===== src/rtl/mpt_pkg.sv =====
// Shared types and constants for the mouse packet cursor tracker.
package mpt_pkg;

  // Configuration register indexes
  localparam int unsigned CFG_IDX_W = 2;
  localparam logic [CFG_IDX_W-1:0] REG_MAX_X = 2'd0;
  localparam logic [CFG_IDX_W-1:0] REG_MAX_Y = 2'd1;

  // Field widths
  localparam int unsigned X_W     = 9;
  localparam int unsigned Y_W     = 8;
  localparam int unsigned CNT_W   = 9;
  localparam int unsigned ACC_W   = 10;
  localparam int unsigned DELTA_W = 9;
  localparam int unsigned CFG_W   = 9;

  // Reset values
  localparam logic [X_W-1:0] MAX_X_RST = 9'd309;
  localparam logic [Y_W-1:0] MAX_Y_RST = 8'd224;
  localparam logic [X_W-1:0] POS_X_RST = 9'd160;
  localparam logic [Y_W-1:0] POS_Y_RST = 8'd120;

  // Flag byte bit positions
  localparam int unsigned FLAG_LEFT  = 0;
  localparam int unsigned FLAG_SYNC  = 3;
  localparam int unsigned FLAG_XSIGN = 4;
  localparam int unsigned FLAG_YSIGN = 5;
  localparam int unsigned FLAG_XOVF  = 6;
  localparam int unsigned FLAG_YOVF  = 7;

  // One decoded packet result
  typedef struct packed {
    logic [X_W-1:0]   cursor_x;
    logic [Y_W-1:0]   cursor_y;
    logic             left_button;
    logic             click_event;
    logic             dot_stored;
    logic [CNT_W-1:0] dot_count;
    logic             packet_dropped;
  } result_t;

endpackage


===== src/rtl/mpt_if.sv =====
// Channel interfaces: mouse byte stream, packet results and configuration writes.
interface mpt_byte_if;
  logic       valid;
  logic       ready;
  logic [7:0] rx_byte;

  modport source (output valid, output rx_byte, input ready);
  modport sink   (input valid, input rx_byte, output ready);
endinterface

interface mpt_result_if;
  logic             valid;
  logic             ready;
  mpt_pkg::result_t data;

  modport source (output valid, output data, input ready);
  modport sink   (input valid, input data, output ready);
endinterface

interface mpt_cfg_if;
  logic                            valid;
  logic                            ready;
  logic [mpt_pkg::CFG_IDX_W-1:0]   reg_idx;
  logic [mpt_pkg::CFG_W-1:0]       wdata;

  modport source (output valid, output reg_idx, output wdata, input ready);
  modport sink   (input valid, input reg_idx, input wdata, output ready);
endinterface


===== src/rtl/mouse_packet_cursor_tracker_core.sv =====
// Top level of the mouse packet cursor tracker.
//
// Channels: rx_i carries one PS/2 mouse byte per transaction; res_o carries
// one result per completed three-byte packet (flags, X delta, Y delta);
// cfg_i writes the cursor limits max_x (index 0) and max_y (index 1) and is
// always ready. A flags byte without bit 3 set is dropped while waiting for
// packet start.
// Latency: the result of a packet is registered at the edge that accepts
// its third byte and is offered on res_o from the next cycle.
// Throughput: one byte per cycle; all packet math is a single combinational
// pass from the held packet state and the incoming third byte to the result
// register, and the result register refills in the same cycle it is taken.
// When res_o stalls, the held result stays put and rx_i ready drops until
// the result is taken.
// Reset: packet assembly restarts, cursor goes to (160, 120), remainders,
// button history and dot count clear, limits return to 309 and 224.
module mouse_packet_cursor_tracker_core #(
  parameter int unsigned SPEED_DIVISOR = 2,
  parameter int unsigned DOT_CAPACITY  = 256
) (
  input  logic         clk_i,
  input  logic         rst_ni,
  mpt_byte_if.sink     rx_i,
  mpt_result_if.source res_o,
  mpt_cfg_if.sink      cfg_i
);
  import mpt_pkg::*;

  localparam int unsigned DOTS_W = $clog2(DOT_CAPACITY + 1);
  localparam logic [DOTS_W-1:0] DOT_CAP_L = DOTS_W'(DOT_CAPACITY);

  // Byte position codes
  localparam logic [1:0] BP_FLAGS = 2'd0;
  localparam logic [1:0] BP_DX    = 2'd1;
  localparam logic [1:0] BP_DY    = 2'd2;

  logic [X_W-1:0]          max_x_q;
  logic [Y_W-1:0]          max_y_q;
  logic [1:0]              bpos_q, bpos_d;
  logic [7:0]              flags_q;
  logic [7:0]              dx_q;
  logic signed [ACC_W-1:0] accx_q, accy_q;
  logic signed [ACC_W-1:0] accx_new, accy_new;
  logic [X_W-1:0]          curx_q, curx_new;
  logic [Y_W-1:0]          cury_q, cury_new;
  logic                    prev_btn_q;
  logic [DOTS_W-1:0]       dots_q, dots_d;
  logic                    out_valid_q;
  result_t                 out_q, res_d;

  logic                    in_fire;
  logic                    last_byte;
  logic                    ovf;
  logic                    click;
  logic                    stored;
  logic signed [DELTA_W-1:0] dx, dy;

  // Configuration writes
  assign cfg_i.ready = 1'b1;

  always_ff @(posedge clk_i or negedge rst_ni) begin
    if (!rst_ni) begin
      max_x_q <= MAX_X_RST;
      max_y_q <= MAX_Y_RST;
    end else if (cfg_i.valid) begin
      case (cfg_i.reg_idx)
        REG_MAX_X: max_x_q <= cfg_i.wdata[X_W-1:0];
        REG_MAX_Y: max_y_q <= cfg_i.wdata[Y_W-1:0];
        default: ;
      endcase
    end
  end

  // Accept a byte whenever the result register is free or draining
  assign rx_i.ready = !out_valid_q || res_o.ready;
  assign in_fire    = rx_i.valid && rx_i.ready;
  assign last_byte  = in_fire && (bpos_q == BP_DY);

  // Advance packet assembly
  always_comb begin
    bpos_d = bpos_q;
    unique case (bpos_q)
      BP_FLAGS: if (rx_i.rx_byte[FLAG_SYNC]) bpos_d = BP_DX;
      BP_DX:    bpos_d = BP_DY;
      BP_DY:    bpos_d = BP_FLAGS;
      default:  bpos_d = BP_FLAGS;
    endcase
  end

  // Sign-extend deltas from the flag bits
  assign dx  = {flags_q[FLAG_XSIGN], dx_q};
  assign dy  = {flags_q[FLAG_YSIGN], rx_i.rx_byte};
  assign ovf = flags_q[FLAG_XOVF] || flags_q[FLAG_YOVF];

  mpt_axis_step #(
    .POS_W  (X_W),
    .DIVISOR(SPEED_DIVISOR),
    .INVERT (1'b0)
  ) u_axis_x (
    .accum_i(accx_q),
    .delta_i(dx),
    .pos_i  (curx_q),
    .max_i  (max_x_q),
    .accum_o(accx_new),
    .pos_o  (curx_new)
  );

  mpt_axis_step #(
    .POS_W  (Y_W),
    .DIVISOR(SPEED_DIVISOR),
    .INVERT (1'b1)
  ) u_axis_y (
    .accum_i(accy_q),
    .delta_i(dy),
    .pos_i  (cury_q),
    .max_i  (max_y_q),
    .accum_o(accy_new),
    .pos_o  (cury_new)
  );

  // Detect a click and count it while capacity remains
  assign click  = flags_q[FLAG_LEFT] && !prev_btn_q && !ovf;
  assign stored = click && (dots_q < DOT_CAP_L);
  assign dots_d = stored ? dots_q + DOTS_W'(1) : dots_q;

  // Build the result of a completed packet
  always_comb begin
    res_d.cursor_x       = ovf ? curx_q : curx_new;
    res_d.cursor_y       = ovf ? cury_q : cury_new;
    res_d.left_button    = flags_q[FLAG_LEFT];
    res_d.click_event    = click;
    res_d.dot_stored     = stored;
    res_d.dot_count      = CNT_W'(dots_d);
    res_d.packet_dropped = ovf;
  end

  // Hold packet and tracking state
  always_ff @(posedge clk_i or negedge rst_ni) begin
    if (!rst_ni) begin
      bpos_q     <= BP_FLAGS;
      flags_q    <= '0;
      dx_q       <= '0;
      accx_q     <= '0;
      accy_q     <= '0;
      curx_q     <= POS_X_RST;
      cury_q     <= POS_Y_RST;
      prev_btn_q <= 1'b0;
      dots_q     <= '0;
    end else if (in_fire) begin
      bpos_q <= bpos_d;
      if (bpos_q == BP_FLAGS && rx_i.rx_byte[FLAG_SYNC]) begin
        flags_q <= rx_i.rx_byte;
      end
      if (bpos_q == BP_DX) begin
        dx_q <= rx_i.rx_byte;
      end
      if (bpos_q == BP_DY) begin
        prev_btn_q <= flags_q[FLAG_LEFT];
        if (!ovf) begin
          accx_q <= accx_new;
          accy_q <= accy_new;
          curx_q <= curx_new;
          cury_q <= cury_new;
          dots_q <= dots_d;
        end
      end
    end
  end

  // Result register: load on packet end, drop when taken
  always_ff @(posedge clk_i or negedge rst_ni) begin
    if (!rst_ni) begin
      out_valid_q <= 1'b0;
    end else if (last_byte) begin
      out_valid_q <= 1'b1;
    end else if (res_o.ready) begin
      out_valid_q <= 1'b0;
    end
  end

  always_ff @(posedge clk_i) begin
    if (last_byte) begin
      out_q <= res_d;
    end
  end

  assign res_o.valid = out_valid_q;
  assign res_o.data  = out_q;

  // A new result only follows the third byte of a packet
  a_result_after_last_byte: assert property (@(posedge clk_i) disable iff (!rst_ni)
    $rose(out_valid_q) |-> $past(last_byte))
    else $error("result appeared without a completed packet");

  // Stored dot count never passes capacity
  a_dots_bounded: assert property (@(posedge clk_i) disable iff (!rst_ni)
    dots_q <= DOT_CAP_L)
    else $error("dot count exceeded capacity");

  // A dropped packet carries no click and stores no dot
  a_drop_no_click: assert property (@(posedge clk_i) disable iff (!rst_ni)
    (out_valid_q && out_q.packet_dropped) |-> (!out_q.click_event && !out_q.dot_stored))
    else $error("dropped packet reported a click");

  // The dot count only moves on the last byte of a valid packet
  a_dots_move_on_packet: assert property (@(posedge clk_i) disable iff (!rst_ni)
    (dots_q != $past(dots_q)) |-> $past(last_byte && !ovf))
    else $error("dot count changed outside a valid packet");

endmodule


===== src/rtl/mpt_axis_step.sv =====
// One cursor axis: accumulate delta, divide toward zero, move and clamp.
module mpt_axis_step #(
  parameter int unsigned POS_W   = 9,
  parameter int unsigned DIVISOR = 2,
  parameter bit          INVERT  = 1'b0
) (
  input  logic signed [mpt_pkg::ACC_W-1:0]   accum_i,
  input  logic signed [mpt_pkg::DELTA_W-1:0] delta_i,
  input  logic        [POS_W-1:0]            pos_i,
  input  logic        [POS_W-1:0]            max_i,
  output logic signed [mpt_pkg::ACC_W-1:0]   accum_o,
  output logic        [POS_W-1:0]            pos_o
);
  import mpt_pkg::*;

  localparam int unsigned SUM_W  = ACC_W + 1;
  localparam int unsigned MAG_W  = ACC_W;
  localparam int unsigned RSHIFT = 16;
  // ceil(2^16 / DIVISOR): exact floor for magnitudes below 2^10
  localparam int unsigned RECIP  = ((1 << RSHIFT) + DIVISOR - 1) / DIVISOR;
  localparam int unsigned RCP_W  = RSHIFT + 1;
  localparam int unsigned PROD_W = MAG_W + RCP_W;
  localparam int unsigned DIV_W  = 4;
  localparam int unsigned QT_W   = MAG_W + DIV_W;
  localparam int unsigned POSX_W = 12;

  localparam logic [RCP_W-1:0] RECIP_L = RCP_W'(RECIP);
  localparam logic [DIV_W-1:0] DIV_L   = DIV_W'(DIVISOR);

  logic signed [SUM_W-1:0]       sum;
  logic                          neg;
  logic        [MAG_W-1:0]       mag;
  logic        [PROD_W-1:0]      prod;
  logic        [MAG_W-1:0]       quo_mag;
  logic        [QT_W-1:0]        quo_times;
  logic        [MAG_W-1:0]       rem_mag;
  logic signed [SUM_W-1:0]       quo;
  logic signed [POSX_W-1:0]      base;
  logic signed [POSX_W-1:0]      step;
  logic signed [POSX_W-1:0]      moved;
  logic signed [POSX_W-1:0]      lim;

  // Add delta to the sub-pixel remainder
  assign sum = SUM_W'(accum_i) + SUM_W'(delta_i);
  assign neg = sum[SUM_W-1];
  assign mag = neg ? MAG_W'(-sum) : MAG_W'(sum);

  // Divide the magnitude by reciprocal multiply, then restore the sign
  assign prod      = PROD_W'(mag) * PROD_W'(RECIP_L);
  assign quo_mag   = prod[RSHIFT +: MAG_W];
  assign quo_times = QT_W'(quo_mag) * QT_W'(DIV_L);
  assign rem_mag   = mag - quo_times[MAG_W-1:0];
  assign quo       = neg ? -SUM_W'(quo_mag) : SUM_W'(quo_mag);
  assign accum_o   = neg ? -ACC_W'(rem_mag) : ACC_W'(rem_mag);

  // Move and clamp to [0, max]
  assign base  = POSX_W'(pos_i);
  assign step  = POSX_W'(quo);
  assign moved = INVERT ? (base - step) : (base + step);
  assign lim   = POSX_W'(max_i);

  always_comb begin
    if (moved < 0) begin
      pos_o = '0;
    end else if (moved > lim) begin
      pos_o = max_i;
    end else begin
      pos_o = moved[POS_W-1:0];
    end
  end

endmodule


===== src/flat_wrapper.sv =====
// flat-port wrapper written by rule: the top's interface ports become plain ports
module mouse_packet_cursor_tracker_core_flat import mpt_pkg::*;
#(
  parameter int unsigned SPEED_DIVISOR = 2,
  parameter int unsigned DOT_CAPACITY  = 256
)
  (clk_i, rst_ni, rx_i_valid, rx_i_rx_byte, rx_i_ready, res_o_valid, res_o_data, res_o_ready, cfg_i_valid, cfg_i_reg_idx, cfg_i_wdata, cfg_i_ready);
  mpt_byte_if rx_i_i ();
  mpt_result_if res_o_i ();
  mpt_cfg_if cfg_i_i ();
  input  logic clk_i;
  input  logic rst_ni;
  input wire logic [$bits(rx_i_i.valid)-1:0] rx_i_valid;
  input wire logic [$bits(rx_i_i.rx_byte)-1:0] rx_i_rx_byte;
  output wire logic [$bits(rx_i_i.ready)-1:0] rx_i_ready;
  output wire logic [$bits(res_o_i.valid)-1:0] res_o_valid;
  output wire logic [$bits(res_o_i.data)-1:0] res_o_data;
  input wire logic [$bits(res_o_i.ready)-1:0] res_o_ready;
  input wire logic [$bits(cfg_i_i.valid)-1:0] cfg_i_valid;
  input wire logic [$bits(cfg_i_i.reg_idx)-1:0] cfg_i_reg_idx;
  input wire logic [$bits(cfg_i_i.wdata)-1:0] cfg_i_wdata;
  output wire logic [$bits(cfg_i_i.ready)-1:0] cfg_i_ready;
  assign rx_i_i.valid = rx_i_valid;
  assign rx_i_i.rx_byte = rx_i_rx_byte;
  assign rx_i_ready = rx_i_i.ready;
  assign res_o_valid = res_o_i.valid;
  assign res_o_data = res_o_i.data;
  assign res_o_i.ready = res_o_ready;
  assign cfg_i_i.valid = cfg_i_valid;
  assign cfg_i_i.reg_idx = cfg_i_reg_idx;
  assign cfg_i_i.wdata = cfg_i_wdata;
  assign cfg_i_ready = cfg_i_i.ready;
  mouse_packet_cursor_tracker_core #(.SPEED_DIVISOR(SPEED_DIVISOR), .DOT_CAPACITY(DOT_CAPACITY)) u_core (.clk_i(clk_i), .rst_ni(rst_ni), .rx_i(rx_i_i), .res_o(res_o_i), .cfg_i(cfg_i_i));
endmodule

===== config.mk =====
export PLATFORM = sky130hd
export DESIGN_NAME = mouse_packet_cursor_tracker_core_flat
export DESIGN_NICKNAME = d
export VERILOG_FILES = /design/src/rtl/mpt_pkg.sv /design/src/rtl/mpt_if.sv /design/src/rtl/mouse_packet_cursor_tracker_core.sv /design/src/rtl/mpt_axis_step.sv /design/src/flat_wrapper.sv
export SDC_FILE = /design/constraint.sdc
export NUM_CORES = 1
export LEC_CHECK = 0
export ABC_AREA = 1
export BUFFER_PORTS_ARGS = -buffer_cell sky130_fd_sc_hd__buf_4
export CORE_MARGIN = 2
export CORE_UTILIZATION = 45
export CTS_CLUSTER_SIZE = 14
export DETAILED_ROUTE_END_ITERATION = 6
export GPL_TIMING_DRIVEN = 0
export PLACE_DENSITY = 0.71
export SLEW_MARGIN = 10
export SYNTH_ARGS = -nofsm -noshare
export SYNTH_HDL_FRONTEND = slang
export SYNTH_SLANG_ARGS = --single-unit

===== constraint.sdc =====
create_clock -name clk_i -period 6.8 [get_ports clk_i]
set_clock_uncertainty 0.1 [all_clocks]
set_input_delay 0.34 -clock clk_i [delete_from_list [all_inputs] [get_ports clk_i]]
set_output_delay 0.34 -clock clk_i [all_outputs]
set_load 0.05 [all_outputs]

==> flow_summary.ini <==
[worst_setup_path]
critPathRequiredTime_ns = 6.77
crit_slowest_cell = dfrtp_2
crit_path_max_incr_delay_ns = 0.47
cp_max_fo = 10
cp_data_arrival_time_ns = 6.16
cpMostUsedCell = nand2_1
cp-start-kind = flop
critPathKind = flop to flop
endpoint_kind = flop

[drt]
vias = 6202
wire_per_inst_um = 13.0
dr_wl_met2_um = 7230
drt-met1-wl_um = 7830
postRouteAntennaNets = 0
top_layer = met4
vias_per_cell = 5.03
drc = 0
drt_iter0_drc = 335
drt_pass1_iterations = 5
wl_met3_um = 664
wl_um = 16000

[final_layout]
fill_cells = 1564
layout.nets = 1097
layout_commonest_cell = nand2_1
area_delta_synth_final_pct = 13.7
final_cells = 1232
antennaDiodeCount = 0
final_cell_mix = nand2_1 (268), inv_1 (151), nand3_1 (68), buf_4 (58), ha_1 (58)
drive_gt1_share_pct = 14.7

[logic_synthesis]
avgSynthCellArea_um2 = 7.63
yosysWarnings = 0
ys_ff_latch = 94
async_reset_ff_share_pct = 68.1
ys_types = 50
ys.flop_type = dfrtp_1
syn_inst = 944
syn_area_um2 = 7200
syn-num-nets = 1030
ys_seq_area_share_pct = 35.0
synth_edf_count = 30

[floorplanning]
fp.dieH_um = 130
coreArea_um2 = 15800
dieArea_um2 = 17000
ios = 57
start_util_pct = 45.6
fp-row-count = 46
fp.dieW_um = 130

[timing]
fmax_ghz = 0.161
slew_viol_final = 0
min_period_ns = 6.20
tightest_slew_ns = 1.00
final.setup.tns_ns = 0
rsz0062_at_grt = false
worst_hold_slack_ns = 0.139
postLayoutSetupSlackWorst_ns = 0.601
hold_viol_final = 0
slew_headroom_pct = 32.9
setup_viol = 0
finalCritPeriodShare_pct = 91.2

[grt]
antenna_found_initial = 0
grt_pass1_wl_um = 26500
grt_start_max_net_pins = 65
first_global_vias = 5730
grtUsageTotal_pct = 19.6
overflow = 0

[place]
pre_cts_ws_ns = 0.477
dpl.hpwl_um = 12600
dp.cells = 1215
numPortBuffers = 55
gp_congestion = 0.847

[clock_tree]
clock-sinks = 94
htree_levels = 3
clk_latency_ns = 0.36
cts.clk_slew.worst_paths_ns = 0.07
clockRootBuffer = clkbuf_16
cts_tree = yes
cts_buffers = 9
ctsLongestPathBuffers = 2

[worst_hold_path]
hp-class = input pin to flop

[run]
drv_cap = 0

[run_status]
outcome = finished clean
-- worst paths after layout --
path / start / to / slack (ns) / cells past startpoint
max: u_core.accx_q[9]$_DFFE_PN0P_ / u_core.res_o.data[22]$_DFFE_PP_ / 0.60 / 38
min: rx_i_rx_byte[2] / u_core.dx_q[2]$_DFFE_PN0P_ / 0.14 / 2
max reg2reg: u_core.accx_q[9]$_DFFE_PN0P_ / u_core.res_o.data[22]$_DFFE_PP_ / 0.60 / 38
min reg2reg: u_core.cury_q[3]$_DFFE_PN1P_ / u_core.cury_q[3]$_DFFE_PN1P_ / 0.39 / 2
max in group asynchronous: rst_ni / u_core.accx_q[9]$_DFFE_PN0P_ / 5.49 / 2
min in group asynchronous: rst_ni / u_core.curx_q[8]$_DFFE_PN0P_ / 0.50 / 2
-- worst max-delay path, delay by kind of cell (launching register included) --
| kind | cells | cell delay (ns) |
|---|---|---|
| AND/OR/NAND/NOR | 16 | 1.47 |
| XOR/XNOR | 2 | 0.29 |
| flip-flops | 1 | 0.47 |
| adder cells (fa/ha/maj) | 4 | 1.34 |
| buffers and inverters | 7 | 0.73 |
| AO/OA/AOI/OAI | 9 | 1.48 |
-- repair_timing --
item	in CTS	in global routing
hold buffers	1	0
setup endpoints to repair	0	4
buffers inserted	0	0
hold endpoints to repair	3	0
resized for setup	0	1
-- metal layers --
| layer | up-vias | global-route usage (%) |
|---|---|---|
| li1 | 3209 | - |
| met4 | 0 | 6.26 |
| met1 | 2826 | 26.9 |
| met2 | 139 | 31.8 |
| met5 | - | 0 |
| met3 | 28 | 3.30 |
-- flip-flops by register name (all words and copies together), names as in the netlist --
signal and count:
u_core.accy_q 2, u_core.bpos_q 2, u_core.flags_q 5, u_core.res_o.data 30, u_core.dots_q 9, u_core.prev_btn_q 1, u_core.curx_q 9, u_core.res_o.valid 1
u_core.cury_q 8, u_core.max_x_q 9, u_core.dx_q 8, u_core.accx_q 2, u_core.max_y_q 8
-- logic make-up (layout without fill, tap and decap cells) --
| family | count (synthesis) | after routing | synth area share, % |
|---|---|---|---|
| muxes | 2 | 2 | 0.313 |
| DFF | 94 | 94 | 35.0 |
| adders and majority gates | 62 | 62 | 11.2 |
| and+or+nand+nor | 455 | 455 | 29.0 |
| buffers and inverters | 173 | 245 | 9.58 |
| other | 1 | 1 | 0.0521 |
| xor gates and xnor gates | 42 | 42 | 5.21 |
| AOI/OAI and AO/OA | 115 | 115 | 9.60 |
-- synthesized netlist by cell type, types with 3 or more instances --
library cell / n / area (um^2)
nor3_1: 6 / 30.0
nand4_1: 34 / 213
edfxtp_1: 30 / 901
inv_2: 3 / 11.3
buf_2: 5 / 25.0
buf_6: 3 / 33.8
nor2_2: 4 / 25.0
ha_1: 58 / 726
a21oi_1: 31 / 155
nor2_1: 33 / 124
o21ai_0: 51 / 255
nand2_1: 268 / 1010
a21oi_4: 3 / 48.8
o21bai_1: 5 / 37.5
inv_1: 151 / 567
nand2_2: 22 / 138
clkbuf_1: 8 / 30.0
nand4_4: 3 / 63.8
buf_4: 3 / 22.5
xnor2_1: 10 / 87.6
o21ai_1: 5 / 25.0
dfrtp_1: 50 / 1250
dfstp_2: 14 / 368
nand3_2: 3 / 30.0
o21ai_2: 4 / 35.0
fa_1: 4 / 80.1
nand3_1: 68 / 340
nand3b_1: 8 / 60.1
xor2_1: 31 / 272
-- final cells by class --
class | instances | area [um^2] | share of cell area [%]
multi-input combinational | 677 | 3990 | 48.7
clock buffer | 9 | 225 | 2.75
sequential | 94 | 2520 | 30.8
clock inverter | 7 | 66.3 | 0.810
buffer | 19 | 111 | 1.36
inverter | 154 | 578 | 7.06
timing repair buffer | 56 | 423 | 5.17
tap | 216 | 270 | 3.30
-- stage by stage --
| step | area, um^2 | utilization, % |
|---|---|---|
| finish | 8180 | 51.9 |
| global route | 8180 | 51.9 |
| CTS | 8180 | 51.9 |
| detailed placement | 7880 | 50.0 |
| global placement | 7880 | 50.0 |
| floorplan | 7200 | - |
Power is not shown: default switching activity piles up to over one toggle a cycle in this logic, so the estimate is an artifact.
